$ cat src/rtl/core/lpqm_pkg.sv
package lpqm_pkg;

	// operation codes
	localparam logic [2:0] OP_ALLOC    = 3'd0;
	localparam logic [2:0] OP_MAKE_RUN = 3'd1;
	localparam logic [2:0] OP_SCHEDULE = 3'd2;
	localparam logic [2:0] OP_SLEEP    = 3'd3;
	localparam logic [2:0] OP_WAKEUP   = 3'd4;
	localparam logic [2:0] OP_EXIT     = 3'd5;
	localparam logic [2:0] OP_FREE     = 3'd6;
	localparam logic [2:0] OP_KILL     = 3'd7;

	// result status codes
	localparam logic [1:0] RES_OK      = 2'd0;
	localparam logic [1:0] RES_EMPTY   = 2'd1;
	localparam logic [1:0] RES_MISSING = 2'd2;

	// entry status codes
	localparam logic [2:0] STAT_UNUSED   = 3'd0;
	localparam logic [2:0] STAT_USED     = 3'd1;
	localparam logic [2:0] STAT_SLEEPING = 3'd2;
	localparam logic [2:0] STAT_RUNNABLE = 3'd3;
	localparam logic [2:0] STAT_RUNNING  = 3'd4;
	localparam logic [2:0] STAT_ZOMBIE   = 3'd5;

	// head register slots, run lists follow from HD_RUN0
	localparam int HD_FREE   = 0;
	localparam int HD_SLEEP  = 1;
	localparam int HD_ZOMBIE = 2;
	localparam int HD_RUN0   = 3;

	typedef struct packed {
		logic [2:0]  op;
		logic [5:0]  entry_index;
		logic [2:0]  cpu_index;
		logic [15:0] channel;
	} req_t;

	typedef struct packed {
		logic [1:0] status;
		logic [5:0] entry_out;
		logic [6:0] woken_count;
	} rsp_t;

	typedef enum logic [4:0] {
		S_CLEAR, S_IDLE, S_DECODE, S_KILL_CHK,
		S_RM_BEG, S_RM_CMP, S_RM_NXT, S_RM_CLR, S_RM_END,
		S_MV_RD, S_MV_SEL,
		S_AP_INIT, S_AP_RD, S_AP_CHK, S_AP_LINK, S_AP_CLR,
		S_WK_BEG, S_WK_RD, S_WK_CHK, S_WK_HRD, S_WK_HGET,
		S_DONE
	} state_t;

	typedef enum logic [4:0] {
		C_NOP, C_CLEAR, C_LOAD, C_DECODE, C_KILL_CHK,
		C_RM_BEG, C_RM_CMP, C_RM_NXT, C_RM_CLR, C_RM_END,
		C_MV_RD, C_MV_SEL,
		C_AP_INIT, C_AP_RD, C_AP_CHK, C_AP_LINK, C_AP_CLR,
		C_WK_BEG, C_WK_RD, C_WK_CHK, C_WK_HRD, C_WK_HGET
	} cmd_t;

	typedef struct packed {
		logic [2:0] op;
		logic       bad;
		logic       clear_last;
		logic       head_entry;
		logic       cmp_ok;
		logic       cur_eq_t;
		logic       res_ok;
		logic       ap_more;
		logic       stat_sleep;
		logic       wk_go;
		logic       wk_stop;
		logic       k_lt_n;
	} flags_t;

	// ops that act on the entry_index field
	function automatic logic needs_entry(input logic [2:0] op);
		return !(op == OP_ALLOC || op == OP_SCHEDULE || op == OP_WAKEUP);
	endfunction

endpackage

$ cat src/rtl/core/linked_process_queue_manager_core.sv
// channel   dir  signals                 beat
// request   in   start, busy, request    start high while busy low
// result    out  done, result            done high, one cycle, no backpressure
//
// appends and removals walk the target list through the link table.
// wakeup walks the sleeping list, then per hit runs a removal and, when
// that succeeds, an append. after reset a clearing pass over every entry
// fills the tables; busy stays high until it ends. the result stays valid
// from its one done cycle until the next request is taken.
module linked_process_queue_manager_core #(
	parameter int ENTRY_COUNT  = 64,
	parameter int CPU_COUNT    = 8,
	parameter int CHANNEL_BITS = 16
) (
	input  logic           clk,
	input  logic           arst_n,
	input  logic           start,
	output logic           busy,
	input  lpqm_pkg::req_t request,
	output logic           done,
	output lpqm_pkg::rsp_t result
);

	lpqm_pkg::cmd_t   cmd;
	lpqm_pkg::flags_t flags;

	// sequencer
	lpqm_ctrl u_ctrl (
		.clk    (clk),
		.arst_n (arst_n),
		.start  (start),
		.flags  (flags),
		.cmd    (cmd),
		.busy   (busy),
		.done   (done)
	);

	// tables and list registers
	lpqm_datapath #(
		.ENTRY_COUNT  (ENTRY_COUNT),
		.CPU_COUNT    (CPU_COUNT),
		.CHANNEL_BITS (CHANNEL_BITS)
	) u_datapath (
		.clk     (clk),
		.arst_n  (arst_n),
		.cmd     (cmd),
		.request (request),
		.flags   (flags),
		.result  (result)
	);

endmodule

$ cat src/rtl/core/lpqm_ctrl.sv
module lpqm_ctrl (
	input  logic             clk,
	input  logic             arst_n,
	input  logic             start,
	input  lpqm_pkg::flags_t flags,
	output lpqm_pkg::cmd_t   cmd,
	output logic             busy,
	output logic             done
);

	lpqm_pkg::state_t state_q, state_d, cont;

	// state register
	always_ff @(posedge clk or negedge arst_n) begin
		if (!arst_n) begin
			state_q <= lpqm_pkg::S_CLEAR;
		end else begin
			state_q <= state_d;
		end
	end

	// where a finished append returns to
	assign cont = (flags.op == lpqm_pkg::OP_WAKEUP) ? lpqm_pkg::S_WK_HRD : lpqm_pkg::S_DONE;

	// next state
	always_comb begin
		state_d = state_q;
		case (state_q)
			lpqm_pkg::S_CLEAR: begin
				if (flags.clear_last) state_d = lpqm_pkg::S_IDLE;
			end
			lpqm_pkg::S_IDLE: begin
				if (start) state_d = lpqm_pkg::S_DECODE;
			end
			lpqm_pkg::S_DECODE: begin
				if (lpqm_pkg::needs_entry(flags.op) && flags.bad) begin
					state_d = lpqm_pkg::S_DONE;
				end else begin
					case (flags.op)
						lpqm_pkg::OP_ALLOC, lpqm_pkg::OP_SCHEDULE, lpqm_pkg::OP_FREE: begin
							state_d = lpqm_pkg::S_RM_BEG;
						end
						lpqm_pkg::OP_MAKE_RUN: state_d = lpqm_pkg::S_MV_RD;
						lpqm_pkg::OP_SLEEP, lpqm_pkg::OP_EXIT: state_d = lpqm_pkg::S_AP_INIT;
						lpqm_pkg::OP_KILL: state_d = lpqm_pkg::S_KILL_CHK;
						default: state_d = lpqm_pkg::S_WK_BEG;
					endcase
				end
			end
			lpqm_pkg::S_KILL_CHK: begin
				state_d = flags.stat_sleep ? lpqm_pkg::S_RM_BEG : lpqm_pkg::S_DONE;
			end
			lpqm_pkg::S_RM_BEG: begin
				state_d = flags.head_entry ? lpqm_pkg::S_RM_CMP : lpqm_pkg::S_RM_END;
			end
			lpqm_pkg::S_RM_CMP: begin
				state_d = flags.cmp_ok ? lpqm_pkg::S_RM_NXT : lpqm_pkg::S_RM_END;
			end
			lpqm_pkg::S_RM_NXT: begin
				state_d = flags.cur_eq_t ? lpqm_pkg::S_RM_CLR : lpqm_pkg::S_RM_CMP;
			end
			lpqm_pkg::S_RM_CLR: state_d = lpqm_pkg::S_RM_END;
			lpqm_pkg::S_RM_END: begin
				if (flags.op == lpqm_pkg::OP_WAKEUP) begin
					state_d = flags.res_ok ? lpqm_pkg::S_MV_RD : lpqm_pkg::S_WK_HRD;
				end else if (!flags.res_ok) begin
					state_d = lpqm_pkg::S_DONE;
				end else begin
					case (flags.op)
						lpqm_pkg::OP_FREE: state_d = lpqm_pkg::S_AP_INIT;
						lpqm_pkg::OP_KILL: state_d = lpqm_pkg::S_MV_RD;
						default: state_d = lpqm_pkg::S_DONE;
					endcase
				end
			end
			lpqm_pkg::S_MV_RD: state_d = lpqm_pkg::S_MV_SEL;
			lpqm_pkg::S_MV_SEL: state_d = lpqm_pkg::S_AP_INIT;
			lpqm_pkg::S_AP_INIT: begin
				state_d = flags.head_entry ? lpqm_pkg::S_AP_RD : cont;
			end
			lpqm_pkg::S_AP_RD: state_d = lpqm_pkg::S_AP_CHK;
			lpqm_pkg::S_AP_CHK: begin
				state_d = flags.ap_more ? lpqm_pkg::S_AP_RD : lpqm_pkg::S_AP_LINK;
			end
			lpqm_pkg::S_AP_LINK: state_d = lpqm_pkg::S_AP_CLR;
			lpqm_pkg::S_AP_CLR: state_d = cont;
			lpqm_pkg::S_WK_BEG: state_d = lpqm_pkg::S_WK_RD;
			lpqm_pkg::S_WK_RD: begin
				state_d = flags.wk_go ? lpqm_pkg::S_WK_CHK : lpqm_pkg::S_WK_HRD;
			end
			lpqm_pkg::S_WK_CHK: begin
				state_d = flags.wk_stop ? lpqm_pkg::S_WK_HRD : lpqm_pkg::S_WK_RD;
			end
			lpqm_pkg::S_WK_HRD: begin
				state_d = flags.k_lt_n ? lpqm_pkg::S_WK_HGET : lpqm_pkg::S_DONE;
			end
			lpqm_pkg::S_WK_HGET: state_d = lpqm_pkg::S_RM_BEG;
			lpqm_pkg::S_DONE: state_d = lpqm_pkg::S_IDLE;
			default: state_d = lpqm_pkg::S_IDLE;
		endcase
	end

	// datapath command per state
	always_comb begin
		busy = (state_q != lpqm_pkg::S_IDLE);
		done = (state_q == lpqm_pkg::S_DONE);
		case (state_q)
			lpqm_pkg::S_CLEAR:    cmd = lpqm_pkg::C_CLEAR;
			lpqm_pkg::S_IDLE:     cmd = start ? lpqm_pkg::C_LOAD : lpqm_pkg::C_NOP;
			lpqm_pkg::S_DECODE:   cmd = lpqm_pkg::C_DECODE;
			lpqm_pkg::S_KILL_CHK: cmd = lpqm_pkg::C_KILL_CHK;
			lpqm_pkg::S_RM_BEG:   cmd = lpqm_pkg::C_RM_BEG;
			lpqm_pkg::S_RM_CMP:   cmd = lpqm_pkg::C_RM_CMP;
			lpqm_pkg::S_RM_NXT:   cmd = lpqm_pkg::C_RM_NXT;
			lpqm_pkg::S_RM_CLR:   cmd = lpqm_pkg::C_RM_CLR;
			lpqm_pkg::S_RM_END:   cmd = lpqm_pkg::C_RM_END;
			lpqm_pkg::S_MV_RD:    cmd = lpqm_pkg::C_MV_RD;
			lpqm_pkg::S_MV_SEL:   cmd = lpqm_pkg::C_MV_SEL;
			lpqm_pkg::S_AP_INIT:  cmd = lpqm_pkg::C_AP_INIT;
			lpqm_pkg::S_AP_RD:    cmd = lpqm_pkg::C_AP_RD;
			lpqm_pkg::S_AP_CHK:   cmd = lpqm_pkg::C_AP_CHK;
			lpqm_pkg::S_AP_LINK:  cmd = lpqm_pkg::C_AP_LINK;
			lpqm_pkg::S_AP_CLR:   cmd = lpqm_pkg::C_AP_CLR;
			lpqm_pkg::S_WK_BEG:   cmd = lpqm_pkg::C_WK_BEG;
			lpqm_pkg::S_WK_RD:    cmd = lpqm_pkg::C_WK_RD;
			lpqm_pkg::S_WK_CHK:   cmd = lpqm_pkg::C_WK_CHK;
			lpqm_pkg::S_WK_HRD:   cmd = lpqm_pkg::C_WK_HRD;
			lpqm_pkg::S_WK_HGET:  cmd = lpqm_pkg::C_WK_HGET;
			default:              cmd = lpqm_pkg::C_NOP;
		endcase
	end

	// a result beat is always followed by idle
	a_done_idle: assert property (@(posedge clk) disable iff (!arst_n)
		done |=> !busy) else $error("result beat not followed by idle");
	// a beat is only taken while idle
	a_load_idle: assert property (@(posedge clk) disable iff (!arst_n)
		(cmd == lpqm_pkg::C_LOAD) |-> !busy) else $error("load while busy");
	// decode always follows an accepted beat
	a_load_decode: assert property (@(posedge clk) disable iff (!arst_n)
		(start && !busy) |=> (state_q == lpqm_pkg::S_DECODE)) else $error("no decode");

endmodule

$ cat src/rtl/core/lpqm_datapath.sv
module lpqm_datapath #(
	parameter int ENTRY_COUNT  = 64,
	parameter int CPU_COUNT    = 8,
	parameter int CHANNEL_BITS = 16
) (
	input  logic             clk,
	input  logic             arst_n,
	input  lpqm_pkg::cmd_t   cmd,
	input  lpqm_pkg::req_t   request,
	output lpqm_pkg::flags_t flags,
	output lpqm_pkg::rsp_t   result
);

	localparam int LW  = $clog2(ENTRY_COUNT + 1);
	localparam int IW  = $clog2(ENTRY_COUNT);
	localparam int CIW = (CPU_COUNT > 1) ? $clog2(CPU_COUNT) : 1;
	localparam int HN  = CPU_COUNT + 3;
	localparam int HW  = $clog2(HN);
	localparam int KW  = (CHANNEL_BITS < 16) ? CHANNEL_BITS : 16;
	localparam logic [LW-1:0] NONE = LW'(ENTRY_COUNT);

	// cpu index wrapped into range
	function automatic logic [CIW-1:0] wrap_cpu(input logic [2:0] v);
		logic [4:0] r;
		r = {2'b00, v};
		for (int i = 0; i < 8; i++) begin
			if (r >= 5'(CPU_COUNT)) r = r - 5'(CPU_COUNT);
		end
		return CIW'(r);
	endfunction

	// per-entry tables
	logic [LW-1:0]  link_mem [ENTRY_COUNT];
	logic [CIW-1:0] cpu_mem  [ENTRY_COUNT];
	logic [KW-1:0]  chan_mem [ENTRY_COUNT];
	logic [2:0]     stat_mem [ENTRY_COUNT];
	logic [IW-1:0]  hits_mem [ENTRY_COUNT];

	logic [LW-1:0]  link_rd_q;
	logic [CIW-1:0] cpu_rd_q;
	logic [KW-1:0]  chan_rd_q;
	logic [2:0]     stat_rd_q;
	logic [IW-1:0]  hit_rd_q;

	logic [LW-1:0]  head_q [HN];
	logic [ENTRY_COUNT-1:0] hit_q;
	logic [LW-1:0]  clr_q, steps_q, n_q, k_q, walk_q, woken_q;
	logic [LW-1:0]  cur_q, prev_q, t_q, e_q;
	logic           at_head_q, bad_q;
	logic [2:0]     op_q;
	logic [CIW-1:0] cpu_q;
	logic [KW-1:0]  chan_q;
	logic [1:0]     res_q;
	logic [HW-1:0]  hsel_q;

	logic [HW-1:0]  run_sel, mv_sel;
	logic [LW-1:0]  head_cur;
	logic           wk_match, wk_dup, do_entry;

	assign run_sel  = HW'(lpqm_pkg::HD_RUN0) + HW'(cpu_q);
	assign mv_sel   = HW'(lpqm_pkg::HD_RUN0) + HW'(cpu_rd_q);
	assign head_cur = head_q[hsel_q];
	assign wk_match = (chan_rd_q == chan_q);
	assign wk_dup   = hit_q[cur_q[IW-1:0]];
	assign do_entry = !bad_q;

	// status toward the controller
	always_comb begin
		flags.op         = op_q;
		flags.bad        = bad_q;
		flags.clear_last = (clr_q == LW'(ENTRY_COUNT - 1));
		flags.head_entry = (head_cur < NONE);
		flags.cmp_ok     = at_head_q || ((cur_q < NONE) && (steps_q < NONE));
		flags.cur_eq_t   = (cur_q == t_q);
		flags.res_ok     = (res_q == lpqm_pkg::RES_OK);
		flags.ap_more    = (link_rd_q < NONE) && (steps_q < NONE);
		flags.stat_sleep = (stat_rd_q == lpqm_pkg::STAT_SLEEPING);
		flags.wk_go      = (cur_q < NONE) && (n_q < NONE);
		flags.wk_stop    = (wk_match && wk_dup) || (walk_q == NONE);
		flags.k_lt_n     = (k_q < n_q);
	end

	// result beat
	always_comb begin
		result.status      = res_q;
		result.entry_out   = ((res_q == lpqm_pkg::RES_OK) &&
			(op_q == lpqm_pkg::OP_ALLOC || op_q == lpqm_pkg::OP_SCHEDULE)) ? 6'(t_q) : 6'd0;
		result.woken_count = 7'(woken_q);
	end

	// list heads, counters and hit flags
	always_ff @(posedge clk or negedge arst_n) begin
		if (!arst_n) begin
			for (int i = 0; i < HN; i++) begin
				head_q[i] <= (i == lpqm_pkg::HD_FREE) ? '0 : NONE;
			end
			hit_q   <= '0;
			clr_q   <= '0;
			steps_q <= '0;
			n_q     <= '0;
			k_q     <= '0;
		end else begin
			case (cmd)
				lpqm_pkg::C_CLEAR: clr_q <= clr_q + 1'b1;
				lpqm_pkg::C_RM_BEG: steps_q <= '0;
				lpqm_pkg::C_RM_NXT: begin
					if (cur_q == t_q) begin
						if (at_head_q) head_q[hsel_q] <= link_rd_q;
					end else if (!at_head_q) begin
						steps_q <= steps_q + 1'b1;
					end
				end
				lpqm_pkg::C_RM_END: begin
					if (op_q == lpqm_pkg::OP_WAKEUP) k_q <= k_q + 1'b1;
				end
				lpqm_pkg::C_AP_INIT: begin
					steps_q <= '0;
					if (!(head_cur < NONE)) head_q[hsel_q] <= t_q;
				end
				lpqm_pkg::C_AP_CHK: begin
					if ((link_rd_q < NONE) && (steps_q < NONE)) steps_q <= steps_q + 1'b1;
				end
				lpqm_pkg::C_WK_BEG: begin
					hit_q <= '0;
					n_q   <= '0;
					k_q   <= '0;
				end
				lpqm_pkg::C_WK_CHK: begin
					if (wk_match && !wk_dup) begin
						hit_q[cur_q[IW-1:0]] <= 1'b1;
						n_q <= n_q + 1'b1;
					end
				end
				default: ;
			endcase
		end
	end

	// operation and walk registers
	always_ff @(posedge clk) begin
		case (cmd)
			lpqm_pkg::C_LOAD: begin
				op_q    <= request.op;
				e_q     <= LW'(request.entry_index);
				bad_q   <= (32'(request.entry_index) >= ENTRY_COUNT);
				cpu_q   <= wrap_cpu(request.cpu_index);
				chan_q  <= KW'(request.channel);
				res_q   <= lpqm_pkg::RES_OK;
				woken_q <= '0;
				t_q     <= '0;
			end
			lpqm_pkg::C_DECODE: begin
				if (lpqm_pkg::needs_entry(op_q) && bad_q) res_q <= lpqm_pkg::RES_MISSING;
				case (op_q)
					lpqm_pkg::OP_ALLOC: begin
						hsel_q <= HW'(lpqm_pkg::HD_FREE);
						t_q    <= head_q[lpqm_pkg::HD_FREE];
					end
					lpqm_pkg::OP_SCHEDULE: begin
						hsel_q <= run_sel;
						t_q    <= head_q[run_sel];
					end
					lpqm_pkg::OP_SLEEP, lpqm_pkg::OP_KILL: begin
						hsel_q <= HW'(lpqm_pkg::HD_SLEEP);
						t_q    <= e_q;
					end
					lpqm_pkg::OP_EXIT, lpqm_pkg::OP_FREE: begin
						hsel_q <= HW'(lpqm_pkg::HD_ZOMBIE);
						t_q    <= e_q;
					end
					default: t_q <= e_q;
				endcase
			end
			lpqm_pkg::C_RM_BEG: begin
				if (!(head_cur < NONE)) res_q <= lpqm_pkg::RES_EMPTY;
				cur_q     <= head_cur;
				at_head_q <= 1'b1;
			end
			lpqm_pkg::C_RM_CMP: begin
				if (!(at_head_q || ((cur_q < NONE) && (steps_q < NONE)))) begin
					res_q <= lpqm_pkg::RES_MISSING;
				end
			end
			lpqm_pkg::C_RM_NXT: begin
				if (cur_q != t_q) begin
					prev_q    <= cur_q;
					cur_q     <= link_rd_q;
					at_head_q <= 1'b0;
				end
			end
			lpqm_pkg::C_RM_END: begin
				if (op_q == lpqm_pkg::OP_WAKEUP) begin
					res_q <= lpqm_pkg::RES_OK;
					if (res_q == lpqm_pkg::RES_OK) woken_q <= woken_q + 1'b1;
				end else if (op_q == lpqm_pkg::OP_KILL && res_q == lpqm_pkg::RES_OK) begin
					woken_q <= LW'(1);
				end else if (op_q == lpqm_pkg::OP_FREE) begin
					hsel_q <= HW'(lpqm_pkg::HD_FREE);
				end
			end
			lpqm_pkg::C_MV_SEL: hsel_q <= mv_sel;
			lpqm_pkg::C_AP_INIT: cur_q <= head_cur;
			lpqm_pkg::C_AP_CHK: begin
				if ((link_rd_q < NONE) && (steps_q < NONE)) cur_q <= link_rd_q;
			end
			lpqm_pkg::C_WK_BEG: begin
				cur_q  <= head_q[lpqm_pkg::HD_SLEEP];
				walk_q <= '0;
			end
			lpqm_pkg::C_WK_CHK: begin
				cur_q  <= link_rd_q;
				walk_q <= walk_q + 1'b1;
			end
			lpqm_pkg::C_WK_HGET: begin
				t_q    <= LW'(hit_rd_q);
				hsel_q <= HW'(lpqm_pkg::HD_SLEEP);
			end
			default: ;
		endcase
	end

	// link table
	always_ff @(posedge clk) begin
		case (cmd)
			lpqm_pkg::C_CLEAR: link_mem[clr_q[IW-1:0]] <= clr_q + 1'b1;
			lpqm_pkg::C_RM_NXT: begin
				if (cur_q == t_q && !at_head_q) link_mem[prev_q[IW-1:0]] <= link_rd_q;
			end
			lpqm_pkg::C_RM_CLR, lpqm_pkg::C_AP_INIT, lpqm_pkg::C_AP_CLR: begin
				link_mem[t_q[IW-1:0]] <= NONE;
			end
			lpqm_pkg::C_AP_LINK: link_mem[cur_q[IW-1:0]] <= t_q;
			default: ;
		endcase
		if (cmd == lpqm_pkg::C_RM_CMP || cmd == lpqm_pkg::C_AP_RD ||
			cmd == lpqm_pkg::C_WK_RD) begin
			link_rd_q <= link_mem[cur_q[IW-1:0]];
		end
	end

	// channel table
	always_ff @(posedge clk) begin
		case (cmd)
			lpqm_pkg::C_CLEAR: chan_mem[clr_q[IW-1:0]] <= '0;
			lpqm_pkg::C_DECODE: begin
				if (op_q == lpqm_pkg::OP_SLEEP && do_entry) chan_mem[e_q[IW-1:0]] <= chan_q;
			end
			lpqm_pkg::C_RM_END: begin
				if (op_q == lpqm_pkg::OP_FREE && res_q == lpqm_pkg::RES_OK) begin
					chan_mem[t_q[IW-1:0]] <= '0;
				end
			end
			default: ;
		endcase
		if (cmd == lpqm_pkg::C_WK_RD) chan_rd_q <= chan_mem[cur_q[IW-1:0]];
	end

	// status table
	always_ff @(posedge clk) begin
		case (cmd)
			lpqm_pkg::C_CLEAR: stat_mem[clr_q[IW-1:0]] <= lpqm_pkg::STAT_UNUSED;
			lpqm_pkg::C_DECODE: begin
				if (op_q == lpqm_pkg::OP_SLEEP && do_entry) begin
					stat_mem[e_q[IW-1:0]] <= lpqm_pkg::STAT_SLEEPING;
				end else if (op_q == lpqm_pkg::OP_EXIT && do_entry) begin
					stat_mem[e_q[IW-1:0]] <= lpqm_pkg::STAT_ZOMBIE;
				end
			end
			lpqm_pkg::C_RM_END: begin
				if (res_q == lpqm_pkg::RES_OK) begin
					case (op_q)
						lpqm_pkg::OP_ALLOC:    stat_mem[t_q[IW-1:0]] <= lpqm_pkg::STAT_USED;
						lpqm_pkg::OP_SCHEDULE: stat_mem[t_q[IW-1:0]] <= lpqm_pkg::STAT_RUNNING;
						lpqm_pkg::OP_FREE:     stat_mem[t_q[IW-1:0]] <= lpqm_pkg::STAT_UNUSED;
						default: ;
					endcase
				end
			end
			lpqm_pkg::C_MV_RD: stat_mem[t_q[IW-1:0]] <= lpqm_pkg::STAT_RUNNABLE;
			default: ;
		endcase
		if (cmd == lpqm_pkg::C_DECODE) stat_rd_q <= stat_mem[e_q[IW-1:0]];
	end

	// cpu table
	always_ff @(posedge clk) begin
		case (cmd)
			lpqm_pkg::C_CLEAR: cpu_mem[clr_q[IW-1:0]] <= '0;
			lpqm_pkg::C_DECODE: begin
				if (op_q == lpqm_pkg::OP_MAKE_RUN && do_entry) cpu_mem[e_q[IW-1:0]] <= cpu_q;
			end
			default: ;
		endcase
		if (cmd == lpqm_pkg::C_MV_RD) cpu_rd_q <= cpu_mem[t_q[IW-1:0]];
	end

	// wakeup hit list
	always_ff @(posedge clk) begin
		if (cmd == lpqm_pkg::C_WK_CHK && wk_match && !wk_dup) begin
			hits_mem[n_q[IW-1:0]] <= cur_q[IW-1:0];
		end
		if (cmd == lpqm_pkg::C_WK_HRD) hit_rd_q <= hits_mem[k_q[IW-1:0]];
	end

	// walk bounds
	a_steps: assert property (@(posedge clk) disable iff (!arst_n)
		steps_q <= NONE) else $error("walk step count past table size");
	a_hits: assert property (@(posedge clk) disable iff (!arst_n)
		k_q <= n_q) else $error("hit replay past hit count");
	a_link_cur: assert property (@(posedge clk) disable iff (!arst_n)
		(cmd == lpqm_pkg::C_AP_LINK) |-> (cur_q < NONE)) else $error("append tail not an entry");

endmodule

$ cat config.mk
export PLATFORM = sky130hd
export DESIGN_NAME = linked_process_queue_manager_core
export DESIGN_NICKNAME = d
export VERILOG_FILES = /design/src/rtl/core/lpqm_pkg.sv /design/src/rtl/core/linked_process_queue_manager_core.sv /design/src/rtl/core/lpqm_ctrl.sv /design/src/rtl/core/lpqm_datapath.sv
export SDC_FILE = /design/constraint.sdc
export NUM_CORES = 2
export LEC_CHECK = 0
export BUFFER_PORTS_ARGS = -buffer_cell sky130_fd_sc_hd__buf_2
export CAP_MARGIN = 5
export CORE_ASPECT_RATIO = 0.5
export CORE_MARGIN = 3
export CORE_UTILIZATION = 60
export CTS_CLUSTER_SIZE = 12
export DETAILED_ROUTE_END_ITERATION = 7
export GPL_TIMING_DRIVEN = 1
export PLACE_DENSITY = 0.74
export SLEW_MARGIN = 10
export SYNTH_ARGS = -nofsm -noshare
export SYNTH_HDL_FRONTEND = slang
export SYNTH_HIERARCHICAL = 1
export SYNTH_SLANG_ARGS = --single-unit
$ cat constraint.sdc
create_clock -name clk -period 13.8 [get_ports clk]
set_clock_uncertainty 0.15 [all_clocks]
set_input_delay 0.69 -clock clk [delete_from_list [all_inputs] [get_ports clk]]
set_output_delay 0.69 -clock clk [all_outputs]
set_load 0.1 [all_outputs]
### Yosys cells after proc, flatten, opt, wreduce, memory -nomap -nowiden

Memories as Yosys holds them, arrays and structs flattened. A register that Yosys moved wholly into a read port is not among the register bits.
Cells that the tools add are included.

| storage, ports and cells | value |
|---|---|
| bits in registers | 243 |
| bits in latches | 0 |
| RAM bits | 2240 |
| ROM bits | 0 |
| bits of input ports | 31 |
| output and inout bits | 17 |
| logic and storage cells | 329 |
| memories | 5 |

| cells by class | value |
|---|---|
| $add $sub $neg | 8 |
| multiply operators | 0 |
| divide/modulo/power cells | 0 |
| $lt $le $gt $ge | 11 |
| equal/unequal tests | 74 |
| shifts and indexed selects | 0 |
| multiplexer cells | 136 |
| bitwise gates (word level) | 8 |
| reduce and logical (&&, ||, !) cells | 58 |

Memory list:

| memory | words | bits a word | rd ports | clocked after memory_dff | write ports | line | RTL |
|---|---|---|---|---|---|---|---|
| u_datapath.chan_mem | 64 | 16 | 1 | 1 | 1 | lpqm_datapath.sv:35 | `logic [KW-1:0] chan_mem [ENTRY_COUNT];` |
| u_datapath.link_mem | 64 | 7 | 1 | 1 | 1 | lpqm_datapath.sv:33 | `logic [LW-1:0] link_mem [ENTRY_COUNT];` |
| u_datapath.hits_mem | 64 | 6 | 1 | 1 | 1 | lpqm_datapath.sv:37 | `logic [IW-1:0] hits_mem [ENTRY_COUNT];` |
| u_datapath.cpu_mem | 64 | 3 | 1 | 1 | 1 | lpqm_datapath.sv:34 | `logic [CIW-1:0] cpu_mem [ENTRY_COUNT];` |
| u_datapath.stat_mem | 64 | 3 | 1 | 1 | 1 | lpqm_datapath.sv:36 | `logic [2:0] stat_mem [ENTRY_COUNT];` |

Operators by type and width:

| kind | count |
|---|---|
| 77-bit two-way mux | 3 |
| 5-bit one-hot mux with 21 select lines | 2 |
| 77-bit bitwise mux | 2 |
| 77-bit one-hot mux with 2 select lines | 1 |
| 64-bit one-hot mux with 2 select lines | 1 |
| 7-bit two-way mux | 18 |
| 5-bit by 4-bit == test with 1-bit output, second input constant | 16 |
| 7-bit one-hot mux with 2 select lines | 5 |
| 64-bit two-way mux | 1 |
| 64-bit OR | 1 |
| 5-bit == test, second input constant | 12 |
| 7-bit binary-select mux with 4-bit select | 2 |
| 6-bit two-way mux | 9 |
| 1-bit two-way mux | 51 |
| 7-bit by 1-bit adder with 7-bit output, second input constant | 6 |
| 7-bit one-hot mux with 3 select lines | 2 |
| 5-bit by 3-bit == test with 1-bit output, second input constant | 7 |
| 7-bit < comparator, second input constant | 5 |
| 5-bit two-way mux | 7 |
| 7-bit one-hot mux with 5 select lines | 1 |
| 16-bit two-way mux | 2 |
| 4-bit one-hot mux with 4 select lines | 2 |
| 16-bit OR reduction | 2 |
| 7-bit demux with 4-bit select | 1 |
| other kinds (51) | 136 |

### Logic depth before layout (Yosys ltp)

| depth | value |
|---|---|
| depth after elaboration | 10 |
| mapped depth | 16 |
| gate-level depth less buffers | 13 |

### Modules after synthesis

Netlist, hierarchy kept.

By module, submodules not included:

| module | instances | cells an instance | area each (µm²) | seq. area each (µm²) |
|---|---|---|---|---|
| lpqm_datapath | 1 | 5584 | 98249.2 | 74629.1 |
| lpqm_ctrl | 1 | 125 | 862.1 | 125.1 |

### Least setup slack after synthesis

No wires, ideal clock.

| path | value |
|---|---|
| kind | reg-to-reg |
| from | reg u_ctrl.state_q[1] |
| to | mem u_datapath/link_mem[0][5] in the netlist's numbering (data pin) |
| setup time | 0.702 ns |
| data arrival time | 5.085 ns |
| required time | 12.948 ns |
| path slack | 7.862 ns |
| stages on the path, launching flop included | 16 |
| buffers on the path | 4 |
| clock period less this slack | 5.938 ns |
| path through | dfrtp_1 > buf_4 > buf_2 > a21oi_1 > nor2_1 > nor2_1 > and2b_2 > nand2_2 > nor2_4 > inv_2 > or4_1 > buf_2 > buf_6 > nand2_1 > o21ai_0 > o21ai_0 |

| on the way | value |
|---|---|
| longest elaborated chain between the ends | 9 |
| elaborated cells between the ends (all ways) | 40 |
| those cells by class | 25 x eq/ne; 10 x mux; 5 x reduce/logical |

Ends and longest elaborated chain:

| item | line | RTL |
|---|---|---|
| start, declared | lpqm_ctrl.sv:11 | `lpqm_pkg::state_t state_q, state_d, cont;` |
| start signal, assigned | lpqm_ctrl.sv:16 | `state_q <= lpqm_pkg::S_CLEAR;` |
| start signal, assigned | lpqm_ctrl.sv:18 | `state_q <= state_d;` |
| 5-bit == test (tied with other cells) | lpqm_ctrl.sv:107 | `case (state_q)` |
| 5-bit one-hot mux with 21 select lines (*) | lpqm_ctrl.sv:107 |  |
| net cmd[0] | linked_process_queue_manager_core.sv:24 | `lpqm_pkg::cmd_t cmd;` |
| 5-bit by 4-bit == test with 1-bit output (tied with other cells) | lpqm_datapath.sv:224 | `case (cmd)` |
| 3-bit OR reduction or 1-bit two-way mux (tied branches) | lpqm_datapath.sv:224 |  |
| 1-bit two-way mux (on tied branches) | lpqm_datapath.sv:224, lpqm_datapath.sv:227 |  |
| 1-bit two-way mux (implied by the code) or 7-bit OR reduction (tied branches) | - |  |
| 7-bit OR reduction (no source line) or 7-bit two-way mux (tied branches) | - |  |
| 7-bit two-way mux (no source line) | - |  |
| 7-bit two-way mux (no source line) (*) | - |  |
| end, declared | lpqm_datapath.sv:33 |  |

Mark *: on every way through the listed nets, which the timed path passes. The rest lies on a longest branch.

### Final worst setup path

| path | value |
|---|---|
| from | reg u_ctrl.state_q[2] |
| to | mem u_datapath/chan_mem[10][12] in the netlist's numbering, enable pin |

| on the way | value |
|---|---|
| longest elaborated chain between the ends | 8 |
| elaborated cells between the ends (all ways) | 37 |
| those cells by class | 23 x eq/ne; 11 x mux; 3 x reduce/logical |

Ends and longest elaborated chain:

| item | line | RTL |
|---|---|---|
| 5-bit == test (tied with other cells) | lpqm_ctrl.sv:107 |  |
| 5-bit one-hot mux with 21 select lines (*) | lpqm_ctrl.sv:107 |  |
| net cmd[1] | linked_process_queue_manager_core.sv:24 |  |
| 5-bit by 2-bit == test with 1-bit output | lpqm_datapath.sv:243 | `case (cmd)` |
| 1-bit two-way mux | lpqm_datapath.sv:243 |  |
| 1-bit two-way mux (implied by the code) | lpqm_datapath.sv:246 | `if (op_q == lpqm_pkg::OP_SLEEP && do_entry) chan_mem[e_q[IW-1:0]] <= chan_q;` |
| 16-bit OR reduction (no source line) | - |  |
| 6-bit two-way mux (no source line) or 1-bit two-way mux (tied branches) (2 in a row) | - |  |
| end, declared | lpqm_datapath.sv:35 |  |

Marks and branches as above.

==> flow_summary.json <==
{
  "whs_endpoint": "u_ctrl/state_q[1]",
  "ir_drop_uv": 187,
  "reg2reg_from": "u_ctrl/state_q[2]",
  "netlist_area_um2": 99100,
  "fin_crit_ps": 6800,
  "grt_util_all_layers_pct": 30.6,
  "clkTransAtPathRegs_ps": 70,
  "synthDominantCellAreaShare_pct": 71.0,
  "hold_depth": 5,
  "synthArstFlopShare_pct": 6.91,
  "cts_buffers": 237,
  "initial_utilization_pct": 61.0,
  "synth_nets": 5755,
  "fillers": 10400,
  "dr.first_iter.drc_count": 9253,
  "p_per_area_nw_per_um2": 190,
  "firstDrtPassIters": 6,
  "ys_warn_count": 6,
  "synth_area_per_cell_um2": 17.4,
  "grt_overflow": 0,
  "max_freq_ghz": 0.147,
  "reg2reg_slack_ps": 7000,
  "fin_util_pct": 67.0,
  "postCtsSetupBuffers": 0,
  "clk_latency_ps": 890,
  "hold_viol_final": 0,
  "drive_gt1_share_pct": 15.6,
  "synth_top_cells_by_area": "edfxtp_1 (71%), mux4_2 (6.4%), dfrtp_1 (4.1%)",
  "cts.sinks": 2518,
  "arrival_ps": 7120,
  "synth-seq-cells": 2518,
  "required_ps": 14120,
  "r2r_cells": 7,
  "postRouteAntennaNets": 0,
  "fin_crit_sh_pct": 49.3,
  "clock_path_buffers": 4,
  "syn_to_final_growth_pct": 9.92,
  "gp_congestion": 0.958,
  "grt_pass1_wl_mm": 384,
  "synth_cells": 5709,
  "ios": 48,
  "hold_class": "in2reg",
  "hp-start": "start",
  "slew_headroom_pct": 13.5,
  "synth-edff-count": 2344,
  "start_kind": "flop",
  "setup_viol": 0,
  "cts-root-buf": "clkbuf_16",
  "ctsResizeCount": 0,
  "routed_via_density": 7.09,
  "h-tree-depth": 4,
  "yosys-top-cells-count": "edfxtp_1 (2344), a22oi_1 (499), nor2_1 (448)",
  "synth_top_area_cell": "edfxtp_1",
  "status": "finished clean",
  "vias": 57500,
  "synth_seq_area_share_pct": 75.4,
  "crit_start": "u_ctrl/state_q[2]",
  "grt_max_degree": 135,
  "r2r_end": "u_datapath/chan_mem[10][12]",
  "dieWidth_um": 581,
  "rsz0062_at_grt": "false",
  "antenna_found_initial": 6,
  "post-synth-top-count-cell": "edfxtp_1",
  "tns_ps": 0,
  "synthFlopType": "edfxtp_1",
  "routedWlPerCell_um": 32.3,
  "rows": 104,
  "core_um2": 163000,
  "path_class": "reg2reg",
  "crit_fanout": 27,
  "dieArea_um2": 170000,
  "worst_slew_pin_slew_ps": 1280,
  "cts_tree": "done",
  "fin_nets": 5855,
  "wirelength_mm": 262,
  "max_cap_violations": 0,
  "critPathCaptureType": "flop",
  "numPortBuffers": 47,
  "post_synth_num_cell_types": 98,
  "leakagePower_nw": 35.7,
  "hpwl_mm": 156,
  "drv_slew": 0,
  "drc": 0,
  "die_h_um": 293,
  "grt_pass1_vias": 55800
}
==> through the flow <==
step	total power, mW	cells	setup WS (ps)	cell area (um2)	hold slack, ps
floorplan	12.7	5709	7860	99100	244
global placement	14.7	7714	7540	102000	315
detailed placement	14.8	7714	7330	102000	326
CTS	20.6	8107	7350	109000	298
global route	21.3	8107	6870	109000	359
finish	20.7	8110	7000	109000	336
==> placed cells by master (no fill, tap or decap), types with 15 or more instances in the layout <==
cell and count:
a31oi_1 146, or3_1 18, nand4_1 49, o21ai_0 52, a22o_1 131, xnor2_1 38
xor2_1 22, mux2i_1 49, clkbuf_16 238, and3_1 16, nand3_1 99, nand2b_1 24
and2_1 24, o22ai_1 15, nor2_1 443, dfrtp_1 161, clkbuf_1 114, nor2b_1 23
nand2_1 141, a22oi_1 499, a221oi_1 137, dlygate4sd3_1 29, nor3_1 63, buf_4 161
mux2_2 88, edfxtp_1 2344, a41oi_1 52, nor4_1 30, mux4_2 281, inv_1 29
a21oi_1 111, buf_2 46, ha_1 15
==> kinds of logic after synthesis <==
kind of cell | synth area share [%]
AOI/OAI and AO/OA | 9.34
and+or+nand+nor | 4.96
DFF | 75.4
other | 0.00378
muxes | 7.88
buffers and inverters | 1.67
xor gates and xnor gates | 0.530
adders and majority gates | 0.189
==> power breakdown <==
part,switching [mW],internal [mW],leakage [nW]
sequential,0.252,9.15,25.0
clock,2.65,3.19,3.16
combinational,3.98,1.47,7.59
==> how the worst max path moves through the flow <==
stage                                       end  depth (start not counted)
floorplan             u_datapath/link_mem[0][5]                         15
global placement      u_datapath/chan_mem[4][0]                          7
detailed placement    u_datapath/chan_mem[4][2]                          7
CTS                   u_datapath/chan_mem[4][4]                          7
global route        u_datapath/chan_mem[10][11]                          7
finish              u_datapath/chan_mem[10][12]                          7
==> critical path, stage by stage, from the launching register on <==
cell      delay [ps]
dfrtp_1          970
o41a_1           260
o221a_1          780
or3b_1           530
or4_1            860
o221ai_1        1080
nand2_1          870
nor2_2           930
==> layer usage <==
metal,share of wire (%),wire length (um),track usage (%)
met2,46,119000,45.9
met5,0.013,35,0
met4,4.0,10600,11.1
met3,13,33600,7.75
met1,38,98500,44.1
==> area by class of cell <==
type                    count  area (um2)  area share [%]
well taps                2173        2720            2.50
repair buffers            241        1820            1.67
clock buffers             353        6400            5.87
clock inverters            11         176           0.162
multi-input cells        2777       22900            21.1
inverters                  34         128           0.117
flip-flops and latches   2518       74800            68.6
diodes                      3        7.51         0.00689
==> state kept, by name (all words and copies together) (netlist names), 16 cells and up <==
signal,cells
u_datapath/link_mem,448
u_datapath/stat_mem,192
u_datapath/hits_mem,384
u_datapath/head_q,77
u_datapath/cpu_mem,192
u_datapath/chan_q,16
u_datapath/chan_rd_q,16
u_datapath/hit_q,64
u_datapath/chan_mem,1024
==> repair_timing <==
action,CTS,global route
hold buffers,29,0
endpoints found under the setup margin,0,0
endpoints found under the hold margin,114,0
No activity file was read; power rests on OpenSTA's default activity.
